$ cat src/hw/rtl/wmmt_div.sv
// Restoring divider, one quotient bit per cycle, quotient known to fit Q_BITS.
module wmmt_div #(
   parameter int N_BITS = 48,
   parameter int D_BITS = 32,
   parameter int Q_BITS = 16
) (
   input  logic              clock,
   input  logic              reset,
   input  logic              start,
   input  logic [N_BITS-1:0] dividend,
   input  logic [D_BITS-1:0] divisor,
   output logic              done,
   output logic [Q_BITS-1:0] quotient
);

   localparam int SD_BITS   = D_BITS + Q_BITS;
   localparam int W_BITS    = (N_BITS > SD_BITS) ? N_BITS : SD_BITS;
   localparam int STEP_BITS = $clog2(Q_BITS + 1);

   logic [W_BITS-1:0]    rem_ff, rem_in;
   logic [W_BITS-1:0]    sdiv_ff, sdiv_in;
   logic [Q_BITS-1:0]    q_ff, q_in;
   logic [STEP_BITS-1:0] step_ff, step_in;
   logic                 busy_ff, busy_in;
   logic                 done_ff, done_in;
   logic                 ge;

   always_comb begin
      rem_in  = rem_ff;
      sdiv_in = sdiv_ff;
      q_in    = q_ff;
      step_in = step_ff;
      busy_in = busy_ff;
      done_in = 1'b0;
      ge      = rem_ff >= sdiv_ff;
      if (start) begin
         rem_in  = W_BITS'(dividend);
         sdiv_in = W_BITS'(divisor) << (Q_BITS - 1);
         q_in    = '0;
         step_in = STEP_BITS'(Q_BITS);
         busy_in = 1'b1;
      end else if (busy_ff) begin
         if (ge) begin
            rem_in = rem_ff - sdiv_ff;
         end
         q_in    = {q_ff[Q_BITS-2:0], ge};
         sdiv_in = sdiv_ff >> 1;
         step_in = step_ff - STEP_BITS'(1);
         if (step_ff == STEP_BITS'(1)) begin
            busy_in = 1'b0;
            done_in = 1'b1;
         end
      end
   end

   always_ff @(posedge clock) begin
      if (reset) begin
         busy_ff <= 1'b0;
         done_ff <= 1'b0;
      end else begin
         busy_ff <= busy_in;
         done_ff <= done_in;
      end
      rem_ff  <= rem_in;
      sdiv_ff <= sdiv_in;
      q_ff    <= q_in;
      step_ff <= step_in;
   end

   assign done     = done_ff;
   assign quotient = q_ff;

endmodule

$ cat config.mk
export PLATFORM = sky130hd
export DESIGN_NAME = wmmt_div
export DESIGN_NICKNAME = d
export VERILOG_FILES = /design/src/hw/rtl/wmmt_div.sv
export SDC_FILE = /design/constraint.sdc
export NUM_CORES = 1
export LEC_CHECK = 0
export ABC_AREA = 1
export CORE_ASPECT_RATIO = 1.75
export CORE_MARGIN = 5
export CORE_UTILIZATION = 30
export CTS_BUF_LIST = sky130_fd_sc_hd__clkbuf_2 sky130_fd_sc_hd__clkbuf_4 sky130_fd_sc_hd__clkbuf_8
export CTS_CLUSTER_DIAMETER = 40
export DETAILED_ROUTE_END_ITERATION = 10
export DONT_BUFFER_PORTS = 1
export GPL_ROUTABILITY_DRIVEN = 0
export RECOVER_POWER = 100
export SLEW_MARGIN = 0
export SYNTH_ARGS = -nofsm -noshare
export SYNTH_HDL_FRONTEND = slang
export SYNTH_SLANG_ARGS = --single-unit
$ cat constraint.sdc
create_clock -name clock -period 8.83 [get_ports clock]
set_input_delay 0.4415 -clock clock [delete_from_list [all_inputs] [get_ports clock]]
set_output_delay 0.4415 -clock clock [all_outputs]
set_load 0.02 [all_outputs]
==> impl_metrics.csv, run 1 <==
group,metric,value,unit
floorplan,floorplan.core_area,29290,µm²
clock_tree,cts.htree.levels,4,
critical_path,cp_num_cells,15,
power,power.switching,962.2,µW
global_routing,globalRoute.totalOverflow,0,
global_routing,grt.met3_usage,0.03160,
sta,timing_hold_violations_final,0,
sta,post-route-min-period,4.498,ns
synth,synth_top_family_by_area,"simple AND/OR/NAND/NOR gates",
critical_path,cp_common_cell,"sky130_fd_sc_hd__nand2_1",
finish,final_net_count,1502,
clock_tree,cts.root.buffer_cell,"sky130_fd_sc_hd__clkbuf_8",
outcome,violated_checks,"capacitance limit, slew limit",
clock_tree,tritoncts.num_buffers,17,
sta,totalNegativeSetupSlack,0,ns
floorplan,floorplan.die_area,33160,µm²
placement,io_buffers,0,
power,power.density_cell_area,233.6,nW/µm²
critical_path,worstReg2RegEnd,"rem_ff[10]",
synth,ys_types,34,
power,internal_cell_power,1291,µW
routing,number_of_search_and_repair_iterations_in_the_first_detailed_routing_pass,6,
floorplan,boundaryPins,100,
global_routing,globalRouteMet1Util,0.1563,
sta,finalCritPeriodShare,0.5094,
synth,synth_xor_xnor_area_share,0.01485,
global_routing,grt_start_max_net_pins,105,
global_routing,via_count_of_the_first_global_routing_pass,8475,
synth,synth-seq-cells,118,
power,power.share.clock,0.234,
finish,multi_input_logic_area,4425,µm²
global_routing,grt_most_used_layer,"met2",
routing,drt_wl_total,27.92,mm
synth,synth_seq_area_share,0.3576,
clock_tree,clk_transition_reported_paths,0.07,ns
finish,drive_above_1_share,0.04052,
floorplan,y_dimension_of_the_die,237.2,µm
routing,routed_wire_length_per_instance,15.82,µm
placement,half_perimeter_wire_length_after_placement,22.33,mm
power,peakVddDrop,0.09954,mV
synth,async_flop_share,0,
critical_path,cp.buffers_inverters,3,
routing,route.vias.total,8202,
synth,syn-mean-instance-area,6.462,µm²
critical_path,setup.reg_to_reg.worst_slack,4.33,ns
synth,share_of_the_synthesized_area_in_compound_gates_ao_oa_aoi_oai,0.07553,
placement,placed_area,9251,µm²
critical_path,crit_family,"simple AND/OR/NAND/NOR gates",
routing,route.detailed.drc,0,
sta,timing.hold.ws,0.08348,ns
sta,final.setup_skew,0.01726,ns
outcome,run_status,"finished, violations left",
critical_path,critical_path.slowest_cell,"sky130_fd_sc_hd__clkbuf_1",
synth,synthFlopType,"sky130_fd_sc_hd__edfxtp_1",
critical_path,timing.critical_path.required,8.89,ns
finish,final_common_cell,"sky130_fd_sc_hd__nand2_1",
power,total_power,2253,µW
clock_tree,clkLatencyLatePin,0.48,ns
clock_tree,post_cts.repair.setup_buffers,0,
finish,n_fill_cell,3293,
critical_path,worst_setup_path_end_kind,"flop",
critical_path,path_cells,"inv_1, ha_1, inv_1, fa_1, nand3_1, nand3_1, nand2_1, nand2_1, nand3_1, nand2_1, nand2_1, nand4_1, nand2_1, nand2_1, clkbuf_1",
sta,clock.fmax,222.3,MHz
critical_path,worstPathArrival,4.56,ns
routing,drt_iter0_drc,462,
floorplan,placementRows,83,
floorplan,initial_core_util,0.3021,
sta,timing.final.max_slew_violations,129,
placement,place_worst_setup_slack,5.628,ns
global_routing,grt_first_pass_wirelength,43.50,mm
global_routing,grt_antenna_before_repair,1,
global_routing,met2_usage,0.3263,
sta,finalSetupViolCount,0,
critical_path,critPathCapture,"rem_ff[10]",
sta,grt_setup_unrepaired,"no",
sta,relSlewSlack,-0.3134,
critical_path,critical_path.startpoint_type,"flop",
critical_path,setup.worst_path.class,"flop to flop",
finish,area_delta_synth_final,9.010,%
critical_path,timing.critical_path.fanout_max,31,
min_path,hold_class,"input pin to flop",
floorplan,fp.dieW,139.8,µm
critical_path,worst-r2r-cell-count,15,
power,share_seq_of_total_power,0.316,
finish,regArea,3163,µm²
synth,post_synth_mux_area_share,0,
power,power.static_leakage,0.004895,µW
finish,design_area,9643,µm²
clock_tree,numClockSinks,118,
sta,post-route-worst-setup-slack,4.332,ns
clock_tree,cts.repair.resized,0,
synth,synth_edf_count,80,
power,switching_share,0.4270,
clock_tree,cts_tree,"built",
clock_tree,hold_buffers,2,
sta,max_slew.worst_pin.slew,1.970,ns
routing,detail_route.vias_per_cell,4.647,
routing,drtAntennaViolNets,0,
critical_path,critPathMaxStageDelay,1.43,ns
finish,mostFrequentLayoutCells,"sky130_fd_sc_hd__nand2_1 (535), sky130_fd_sc_hd__inv_1 (294), sky130_fd_sc_hd__nor2_1 (81)",
clock_tree,clk_path_buf_depth,2,
synth,post_synth_and_or_nand_nor_area_fraction,0.3426,
synth,adder_cell_share_of_the_synthesized_area,0.07157,
synth,synth_area,8846,µm²
critical_path,reg2reg_from,"rem_ff[0]",
critical_path,worst_setup_path_startpoint,"rem_ff[0]",
job,cap_violations,3,
synth,netlist_instances,1369,
synth,postSynthNetCount,1502,
global_routing,grt_resource_usage_total,0.1698,
synth,yosys_warnings,0,
power,power_frac_comb,0.450,
how the worst min path moves through the flow:
stage | start | endpoint | slack [ns] | cells after the start
after global placement | step_ff[4] | step_ff[4] | 0.46 | 1
after detailed placement | step_ff[4] | step_ff[4] | 0.46 | 1
after CTS | start | step_ff[4] | 0.02 | 2
after floorplan | sdiv_ff[0] | sdiv_ff[0] | 0.43 | 2
after global routing | start | step_ff[4] | 0.06 | 2
final | start | step_ff[4] | 0.08 | 2
Yosys cell counts, types with 11 or more instances:
master                     instances  area, µm²
sky130_fd_sc_hd__a21oi_1          37      185.2
sky130_fd_sc_hd__clkbuf_1         20      75.07
sky130_fd_sc_hd__dfxtp_1          38      760.7
sky130_fd_sc_hd__edfxtp_1         80       2402
sky130_fd_sc_hd__ha_1             49      613.1
sky130_fd_sc_hd__inv_1           293       1100
sky130_fd_sc_hd__nand2_1         530       1989
sky130_fd_sc_hd__nand3_1          66      330.3
sky130_fd_sc_hd__nand4_1          11      68.82
sky130_fd_sc_hd__nor2_1           79      296.5
sky130_fd_sc_hd__nor2_2           12      75.07
sky130_fd_sc_hd__o21ai_0          51      255.2
sky130_fd_sc_hd__o22ai_1          28      175.2
sky130_fd_sc_hd__xnor2_1          13      113.9
kinds of logic after synthesis:
kind of cell | count (synthesis)
flops | 118
fa+ha+maj | 50
buf+inv | 323
xor+xnor | 15
compound gates | 125
simple gates | 738
cell type report:
class                      instances  share of cell area
antenna                            1           0.0002595
clock buffer                      18             0.02504
clock inverter                    14             0.01817
inverter                         299              0.1164
multi-input combinational        928              0.4589
sequential                       118              0.3280
tap                              382             0.04957
timing repair buffer               5            0.003633
through the flow:
step                std cells  utilization
floorplan                1369            -
global placement         1730       0.3159
detailed placement       1730       0.3159
CTS                      1764       0.3308
global route             1765       0.3293
finish                   1765       0.3293
power groups by stage:
stage | clock [µW] | sequential, µW | combinational (µW)
final | 528 | 712 | 1010
after global placement | 0 | 719 | 1000
after floorplan | 0 | 716 | 749
after detailed placement | 0 | 724 | 1010
after CTS | 547 | 711 | 1020
after global routing | 569 | 719 | 1150
metal layers:
layer	wire length (µm)	vias to the layer above
met5	0	-
met4	2011	0
met3	1013	99
met2	15230	226
met1	9664	3669
li1	-	4208
registers in the layout (all words and copies together) (netlist names):
signal	flops
busy_ff	1
quotient	16
step_ff	5
done	1
rem_ff	48
sdiv_ff	47
No activity file was read; power rests on OpenSTA's default activity.
==> run 2, diff against run 1 <==
--- a/config.mk
+++ b/config.mk
@@ -5,7 +5,7 @@
 export SDC_FILE = /design/constraint.sdc
 export NUM_CORES = 1
 export LEC_CHECK = 0
-export ABC_AREA = 1
+export ABC_AREA = 0
 export CORE_ASPECT_RATIO = 1.75
 export CORE_MARGIN = 5
 export CORE_UTILIZATION = 30
==> constraint.sdc (replaced) <==
create_clock -name clock -period 4.2 [get_ports clock]
set_input_delay 0.21 -clock clock [delete_from_list [all_inputs] [get_ports clock]]
set_output_delay 0.21 -clock clock [all_outputs]
set_load 0.02 [all_outputs]
==> run 2 against run 1 <==
Compared with the run above: design area down 5.3%; area after synthesis fell by 13%; wire length decreased by 23%; clock power rose by 91%; non-clock buffer count is 80 higher; worst setup slack worse by 3.7 ns; first-iteration DRC count down 32%; total power rose by 110%; register-to-register slack worse by 3.7 ns; the run still ends with capacitance limit, slew limit left.
==> impl_metrics.csv, run 2 <==
group,metric,value,unit
critical_path,cp_num_cells,13,
synth,synth_top_area_share,0.3115,
critical_path,timing.critical_path.required,4.40,ns
critical_path,critPathCapture,"rem_ff[44]",
sta,post-route-min-period,3.594,ns
global_routing,grt_antenna_before_repair,0,
placement,io_buffers,0,
critical_path,setup.reg_to_reg.worst_slack,0.61,ns
critical_path,worstReg2RegEnd,"rem_ff[44]",
synth,netlist_instances,860,
critical_path,worst_setup_path_end_kind,"flop",
finish,top_register,"rem_ff",
outcome,violated_checks,"capacitance limit, slew limit",
power,power.static_leakage,0.003560,µW
critical_path,worstPathArrival,3.80,ns
clock_tree,tritoncts.num_buffers,17,
critical_path,cp.buffers_inverters,2,
sta,finalSetupViolCount,0,
clock_tree,cts_tree,"built",
power,share_seq_of_total_power,0.338,
finish,largest_register_ffs,48,
floorplan,floorplan.die_area,29140,µm²
finish,drive_above_1_share,0.05466,
synth,syn-mean-instance-area,8.968,µm²
global_routing,grt_start_max_net_pins,160,
sta,relSlewSlack,-0.3720,
critical_path,worst-r2r-cell-count,13,
power,power.switching,1807,µW
routing,route.vias.total,6326,
synth,async_flop_share,0,
finish,mostFrequentLayoutCells,"sky130_fd_sc_hd__nand2_1 (106), sky130_fd_sc_hd__o21ai_0 (82), sky130_fd_sc_hd__dlygate4sd3_1 (80), sky130_fd_sc_hd__edfxtp_1 (80), sky130_fd_sc_hd__nor2_1 (70)",
critical_path,reg2reg_from,"rem_ff[0]",
sta,timing.final.max_slew_violations,66,
global_routing,via_count_of_the_first_global_routing_pass,6799,
min_path,hold_class,"input pin to flop",
critical_path,worst_setup_path_startpoint,"rem_ff[0]",
synth,synth_area,7712,µm²
sta,grt_setup_unrepaired,"no",
global_routing,globalRoute.totalOverflow,0,
global_routing,grt_resource_usage_total,0.1485,
routing,detail_route.vias_per_cell,5.065,
clock_tree,clkLatencyLatePin,0.48,ns
routing,drtAntennaViolNets,0,
synth,synth_common_cells,"sky130_fd_sc_hd__nand2_1 (106), sky130_fd_sc_hd__edfxtp_1 (80), sky130_fd_sc_hd__o21ai_0 (74), sky130_fd_sc_hd__nor2_1 (70), sky130_fd_sc_hd__inv_1 (66)",
placement,half_perimeter_wire_length_after_placement,15.34,mm
finish,final_common_cell,"sky130_fd_sc_hd__nand2_1",
power,peakVddDrop,0.2038,mV
power,power_frac_comb,0.449,
floorplan,floorplan.core_area,25340,µm²
power,switching_share,0.3835,
critical_path,path_cells,"inv_1, ha_1, inv_1, fa_1, a21o_1, a21oi_1, o21ai_0, a2bb2oi_1, o221ai_1, a21oi_1, o311ai_0, xnor2_1, o21ai_0",
critical_path,critical_path.startpoint_type,"flop",
routing,drt_iter0_drc,315,
finish,final_net_count,1053,
critical_path,crit_family,"compound AO/OA/AOI/OAI gates",
synth,synth-seq-cells,118,
synth,synth_edf_count,80,
critical_path,timing.critical_path.fanout_max,5,
synth,netlist.top_cell.by_area,"sky130_fd_sc_hd__edfxtp_1",
sta,totalNegativeSetupSlack,0,ns
global_routing,grt_first_pass_wirelength,34.85,mm
synth,synth.top_cells.by_area,"sky130_fd_sc_hd__edfxtp_1 (31%), sky130_fd_sc_hd__dfxtp_1 (9.9%), sky130_fd_sc_hd__ha_1 (7.9%)",
power,power.density_cell_area,516.1,nW/µm²
clock_tree,cts.root.buffer_cell,"sky130_fd_sc_hd__clkbuf_8",
synth,yosys_warnings,0,
floorplan,y_dimension_of_the_die,222.1,µm
clock_tree,hold_buffers,80,
routing,routed_wire_length_per_instance,17.28,µm
clock_tree,cts.htree.levels,4,
sta,final.setup_skew,0.01894,ns
finish,area_delta_synth_final,18.36,%
power,internal_cell_power,2904,µW
sta,finalCritPeriodShare,0.8557,
critical_path,critical_path.slowest_cell,"sky130_fd_sc_hd__a21oi_1",
critical_path,critPathMaxStageDelay,0.51,ns
routing,number_of_search_and_repair_iterations_in_the_first_detailed_routing_pass,6,
sta,max_slew.worst_pin.slew,2.058,ns
clock_tree,numClockSinks,118,
routing,drt_wl_total,21.58,mm
clock_tree,clk_path_buf_depth,2,
clock_tree,post_cts.repair.setup_buffers,0,
critical_path,setup.worst_path.class,"flop to flop",
synth,synth_seq_area_share,0.4101,
routing,route.detailed.drc,0,
power,total_power,4711,µW
sta,clock.fmax,278.2,MHz
floorplan,fp.dieW,131.2,µm
synth,synthFlopType,"sky130_fd_sc_hd__edfxtp_1",
sta,timing_hold_violations_final,0,
synth,postSynthNetCount,993,
finish,antennaDiodeCount,0,
synth,ys_types,68,
clock_tree,cts.repair.resized,0,
floorplan,placementRows,77,
floorplan,initial_core_util,0.3044,
outcome,run_status,"finished, violations left",
clock_tree,clk_transition_reported_paths,0.07,ns
job,cap_violations,2,
floorplan,boundaryPins,100,
synth,synth.most_common_cell,"sky130_fd_sc_hd__nand2_1",
power,power.share.clock,0.214,
## run 2: cell count changes in the layout (fill, tap and decap cells not counted), moves of 17 or more
cell	before	now
sky130_fd_sc_hd__nand3_1	70	10
sky130_fd_sc_hd__nand2_1	535	106
sky130_fd_sc_hd__o21ai_0	54	82
sky130_fd_sc_hd__mux2i_1	0	32
sky130_fd_sc_hd__dlygate4sd3_1	2	80
sky130_fd_sc_hd__inv_1	294	66
sky130_fd_sc_hd__o22ai_1	28	1
sky130_fd_sc_hd__a21o_1	0	30
sky130_fd_sc_hd__a21oi_1	37	54
## run 2: worst min-delay path by stage
stage | cells after the start | from | to
finish | 2 | dividend[42] | rem_ff[42]
global route | 2 | dividend[42] | rem_ff[42]
CTS | 2 | start | rem_ff[36]
detailed placement | 1 | reset | busy_ff
global placement | 1 | reset | busy_ff
floorplan | 1 | reset | busy_ff
## run 2: cell type report
class	instances	area [µm²]
clock buffers	23	297.8
clock inverters	9	76.32
fillers	2598	16210
inverters	67	251.5
multi-input cells	631	4090
flip-flops and latches	118	3163
well taps	316	395.4
repair buffers	85	854.6
## run 2: layer usage
metal / track usage / wire, µm / part of all wire
met5: 0 / 0 / 0
met4: 0.06141 / 629 / 0.029
met1: 0.1566 / 8421 / 0.39
met2: 0.2774 / 11690 / 0.54
met3: 0.03633 / 837 / 0.039
## run 2: power groups by stage
stage | Clock [µW] | Combinational (µW) | Sequential, µW
after floorplan | 0 | 1650 | 1580
after global placement | 0 | 2030 | 1610
after detailed placement | 0 | 2040 | 1620
after CTS | 1040 | 2150 | 1590
after global routing | 1090 | 2360 | 1610
final | 1010 | 2110 | 1590
## run 2: cell families after synthesis
family,share of synthesized area
AOI/OAI and AO/OA,0.2094
xor gates and xnor gates,0.04429
adders and majority gates,0.08209
buffers and inverters,0.05565
DFF,0.4101
muxes,0.04445
and+or+nand+nor,0.1540
## run 2: per-stage QoR
step	setup WS (ns)	hold slack, ns	cell area, µm²	std cells	util
floorplan	0.09759	0.2824	7712	860	-
global placement	0.9503	0.2784	7966	1136	0.3144
finish	0.6060	0.04960	9129	1249	0.3603
detailed placement	0.8285	0.2796	7966	1136	0.3144
global route	0.3530	0.01341	9129	1249	0.3603
CTS	0.8157	0.004107	9159	1248	0.3615
==> run 3, diff against run 2 <==
--- a/config.mk
+++ b/config.mk
@@ -14,6 +14,7 @@
 export DETAILED_ROUTE_END_ITERATION = 10
 export DONT_BUFFER_PORTS = 1
 export GPL_ROUTABILITY_DRIVEN = 0
+export PLACE_DENSITY_LB_ADDON = 0.3
 export RECOVER_POWER = 100
 export SLEW_MARGIN = 0
 export SYNTH_ARGS = -nofsm -noshare
==> run 3 against run 2 <==
Compared with the run above: the flow still finishes with violations (capacitance limit, slew limit); wire length rose by 0.43%; total power rose by 3.7%; flip-flop and latch count did not move; critical endpoint is now rem_ff[35]; largest power group unchanged.
==> impl_metrics.csv, run 3 (same netlist as run 2, synthesis figures left out) <==
group,metric,value,unit
outcome,run_status,"finished, violations left",
outcome,violated_checks,"capacitance limit, slew limit",
critical_path,critical_path.startpoint_type,"flop",
global_routing,grt_start_max_net_pins,133,
min_path,hold_class,"input pin to flop",
global_routing,globalRoute.totalOverflow,0,
placement,placed_area,7966,µm²
routing,drtAntennaViolNets,0,
placement,half_perimeter_wire_length_after_placement,15.23,mm
critical_path,path_cells,"ha_1, nor2b_1, o21ai_0, a21oi_1, o311ai_0, a41oi_1, or3_1, a31oi_1, xor2_1, o21ai_0",
finish,final_net_count,1050,
routing,routed_wire_length_per_instance,17.39,µm
clock_tree,tritoncts.num_buffers,17,
power,peakVddDrop,0.3252,mV
placement,io_buffers,0,
sta,post-route-min-period,3.669,ns
clock_tree,clk_transition_reported_paths,0.08,ns
clock_tree,cts.repair.resized,0,
power,power.density_cell_area,533.4,nW/µm²
critical_path,setup.worst_path.class,"flop to flop",
routing,drt_wl_total,21.67,mm
placement,placed_cells,1136,
sta,max_slew.worst_pin.slew,2.585,ns
finish,design_area,9159,µm²
floorplan,fp.dieW,131.2,µm
clock_tree,cts.htree.levels,4,
routing,route.detailed.drc,0,
sta,relSlewSlack,-0.7231,
power,total_power,4886,µW
power,share_seq_of_total_power,0.324,
critical_path,timing.critical_path.required,4.39,ns
sta,timing.final.max_slew_violations,33,
routing,drt_iter0_drc,330,
floorplan,floorplan.die_area,29140,µm²
power,internal_cell_power,3036,µW
sta,totalNegativeSetupSlack,0,ns
finish,top_register,"rem_ff",
clock_tree,clk_path_buf_depth,2,
job,cap_violations,1,
sta,finalSetupViolCount,0,
finish,finish.utilization,0.3615,
critical_path,worst_setup_path_end_kind,"flop",
power,power.switching,1849,µW
routing,route.vias.total,6393,
clock_tree,hold_buffers,78,
clock_tree,cts.root.buffer_cell,"sky130_fd_sc_hd__clkbuf_8",
routing,number_of_search_and_repair_iterations_in_the_first_detailed_routing_pass,4,
critical_path,critPathMaxStageDelay,0.67,ns
sta,final.setup_skew,0.01233,ns
finish,n_fill_cell,2651,
routing,detail_route.vias_per_cell,5.131,
clock_tree,cts_tree,"built",
sta,timing_hold_violations_final,0,
finish,area_delta_synth_final,18.75,%
finish,final_common_cell,"sky130_fd_sc_hd__nand2_1",
sta,grt_setup_unrepaired,"no",
critical_path,worstPathArrival,3.86,ns
sta,finalCritPeriodShare,0.8735,
finish,largest_register_ffs,48,
global_routing,grt_antenna_before_repair,0,
finish,multi_input_logic_area,4073,µm²
power,power_frac_comb,0.433,
clock_tree,post_cts.repair.setup_buffers,0,
clock_tree,clkLatencyLatePin,0.46,ns
critical_path,cp_common_cell,"sky130_fd_sc_hd__o21ai_0",
power,switching_share,0.3785,
critical_path,timing.critical_path.fanout_max,4,
global_routing,grt_first_pass_wirelength,34.91,mm
floorplan,y_dimension_of_the_die,222.1,µm
floorplan,floorplan.core_area,25340,µm²
global_routing,via_count_of_the_first_global_routing_pass,6859,
finish,drive_above_1_share,0.05484,
sta,clock.fmax,272.6,MHz
floorplan,initial_core_util,0.3044,
power,power.static_leakage,0.003573,µW
critical_path,critical_path.slowest_cell,"sky130_fd_sc_hd__o311ai_0",
global_routing,grt_resource_usage_total,0.1478,
clock_tree,numClockSinks,118,
finish,final_cell_count_no_fill,1246,
finish,regArea,3163,µm²
floorplan,boundaryPins,100,
finish,mostFrequentLayoutCells,"sky130_fd_sc_hd__nand2_1 (106), sky130_fd_sc_hd__o21ai_0 (84), sky130_fd_sc_hd__edfxtp_1 (80)",
floorplan,placementRows,77,
power,power.share.clock,0.244,
finish,antennaDiodeCount,0,
-- run 3: per-stage QoR --
stage	hold WS (ns)	setup WS (ns)
3_3_place_gp	0.2790	0.9701
4_1_cts	0.001749	0.8320
5_1_grt	0.002922	0.2853
2_1_floorplan	0.2824	0.09759
3_5_place_dp	0.2805	0.8573
6_report	0.01457	0.5312
-- run 3: final timing paths --
path | from | endpoint | slack, ns | cells after the start
hold reg to reg | step_ff[4] | step_ff[4] | 0.50 | 2
setup reg to reg | rem_ff[1] | rem_ff[35] | 0.53 | 10
setup / recovery | rem_ff[1] | rem_ff[35] | 0.53 | 10
hold / removal | dividend[45] | rem_ff[45] | 0.01 | 2
-- run 3: cell type report --
cell class	instances	share of cell area
clock inverters	14	0.02145
inverters	67	0.02746
flip-flops and latches	118	0.3454
clock buffers	18	0.02705
well taps	316	0.04317
repair buffers	82	0.09085
multi-input cells	631	0.4447
-- run 3: layer usage --
layer / wire length (µm) / share of wire / global-route usage
met5: 0 / 0 / 0
met4: 685 / 0.032 / 0.06477
met3: 860 / 0.040 / 0.03497
met2: 11590 / 0.53 / 0.2751
met1: 8535 / 0.39 / 0.1559
-- run 3: power by group through the flow --
stage | clock, µW | sequential, µW | combinational, µW
6_report | 1190 | 1580 | 2110
3_3_place_gp | 0 | 1610 | 2050
2_1_floorplan | 0 | 1580 | 1650
5_1_grt | 1270 | 1600 | 2360
4_1_cts | 1220 | 1580 | 2160
3_5_place_dp | 0 | 1610 | 2060
-- run 3: worst max-delay path: cells and delay by family (launching register included) --
kind	cells	cell delay, ns
AO/OA/AOI/OAI	6	1.85
AND/OR/NAND/NOR	2	0.63
flip-flops	1	0.43
adder cells (fa/ha/maj)	1	0.32
XOR/XNOR	1	0.16
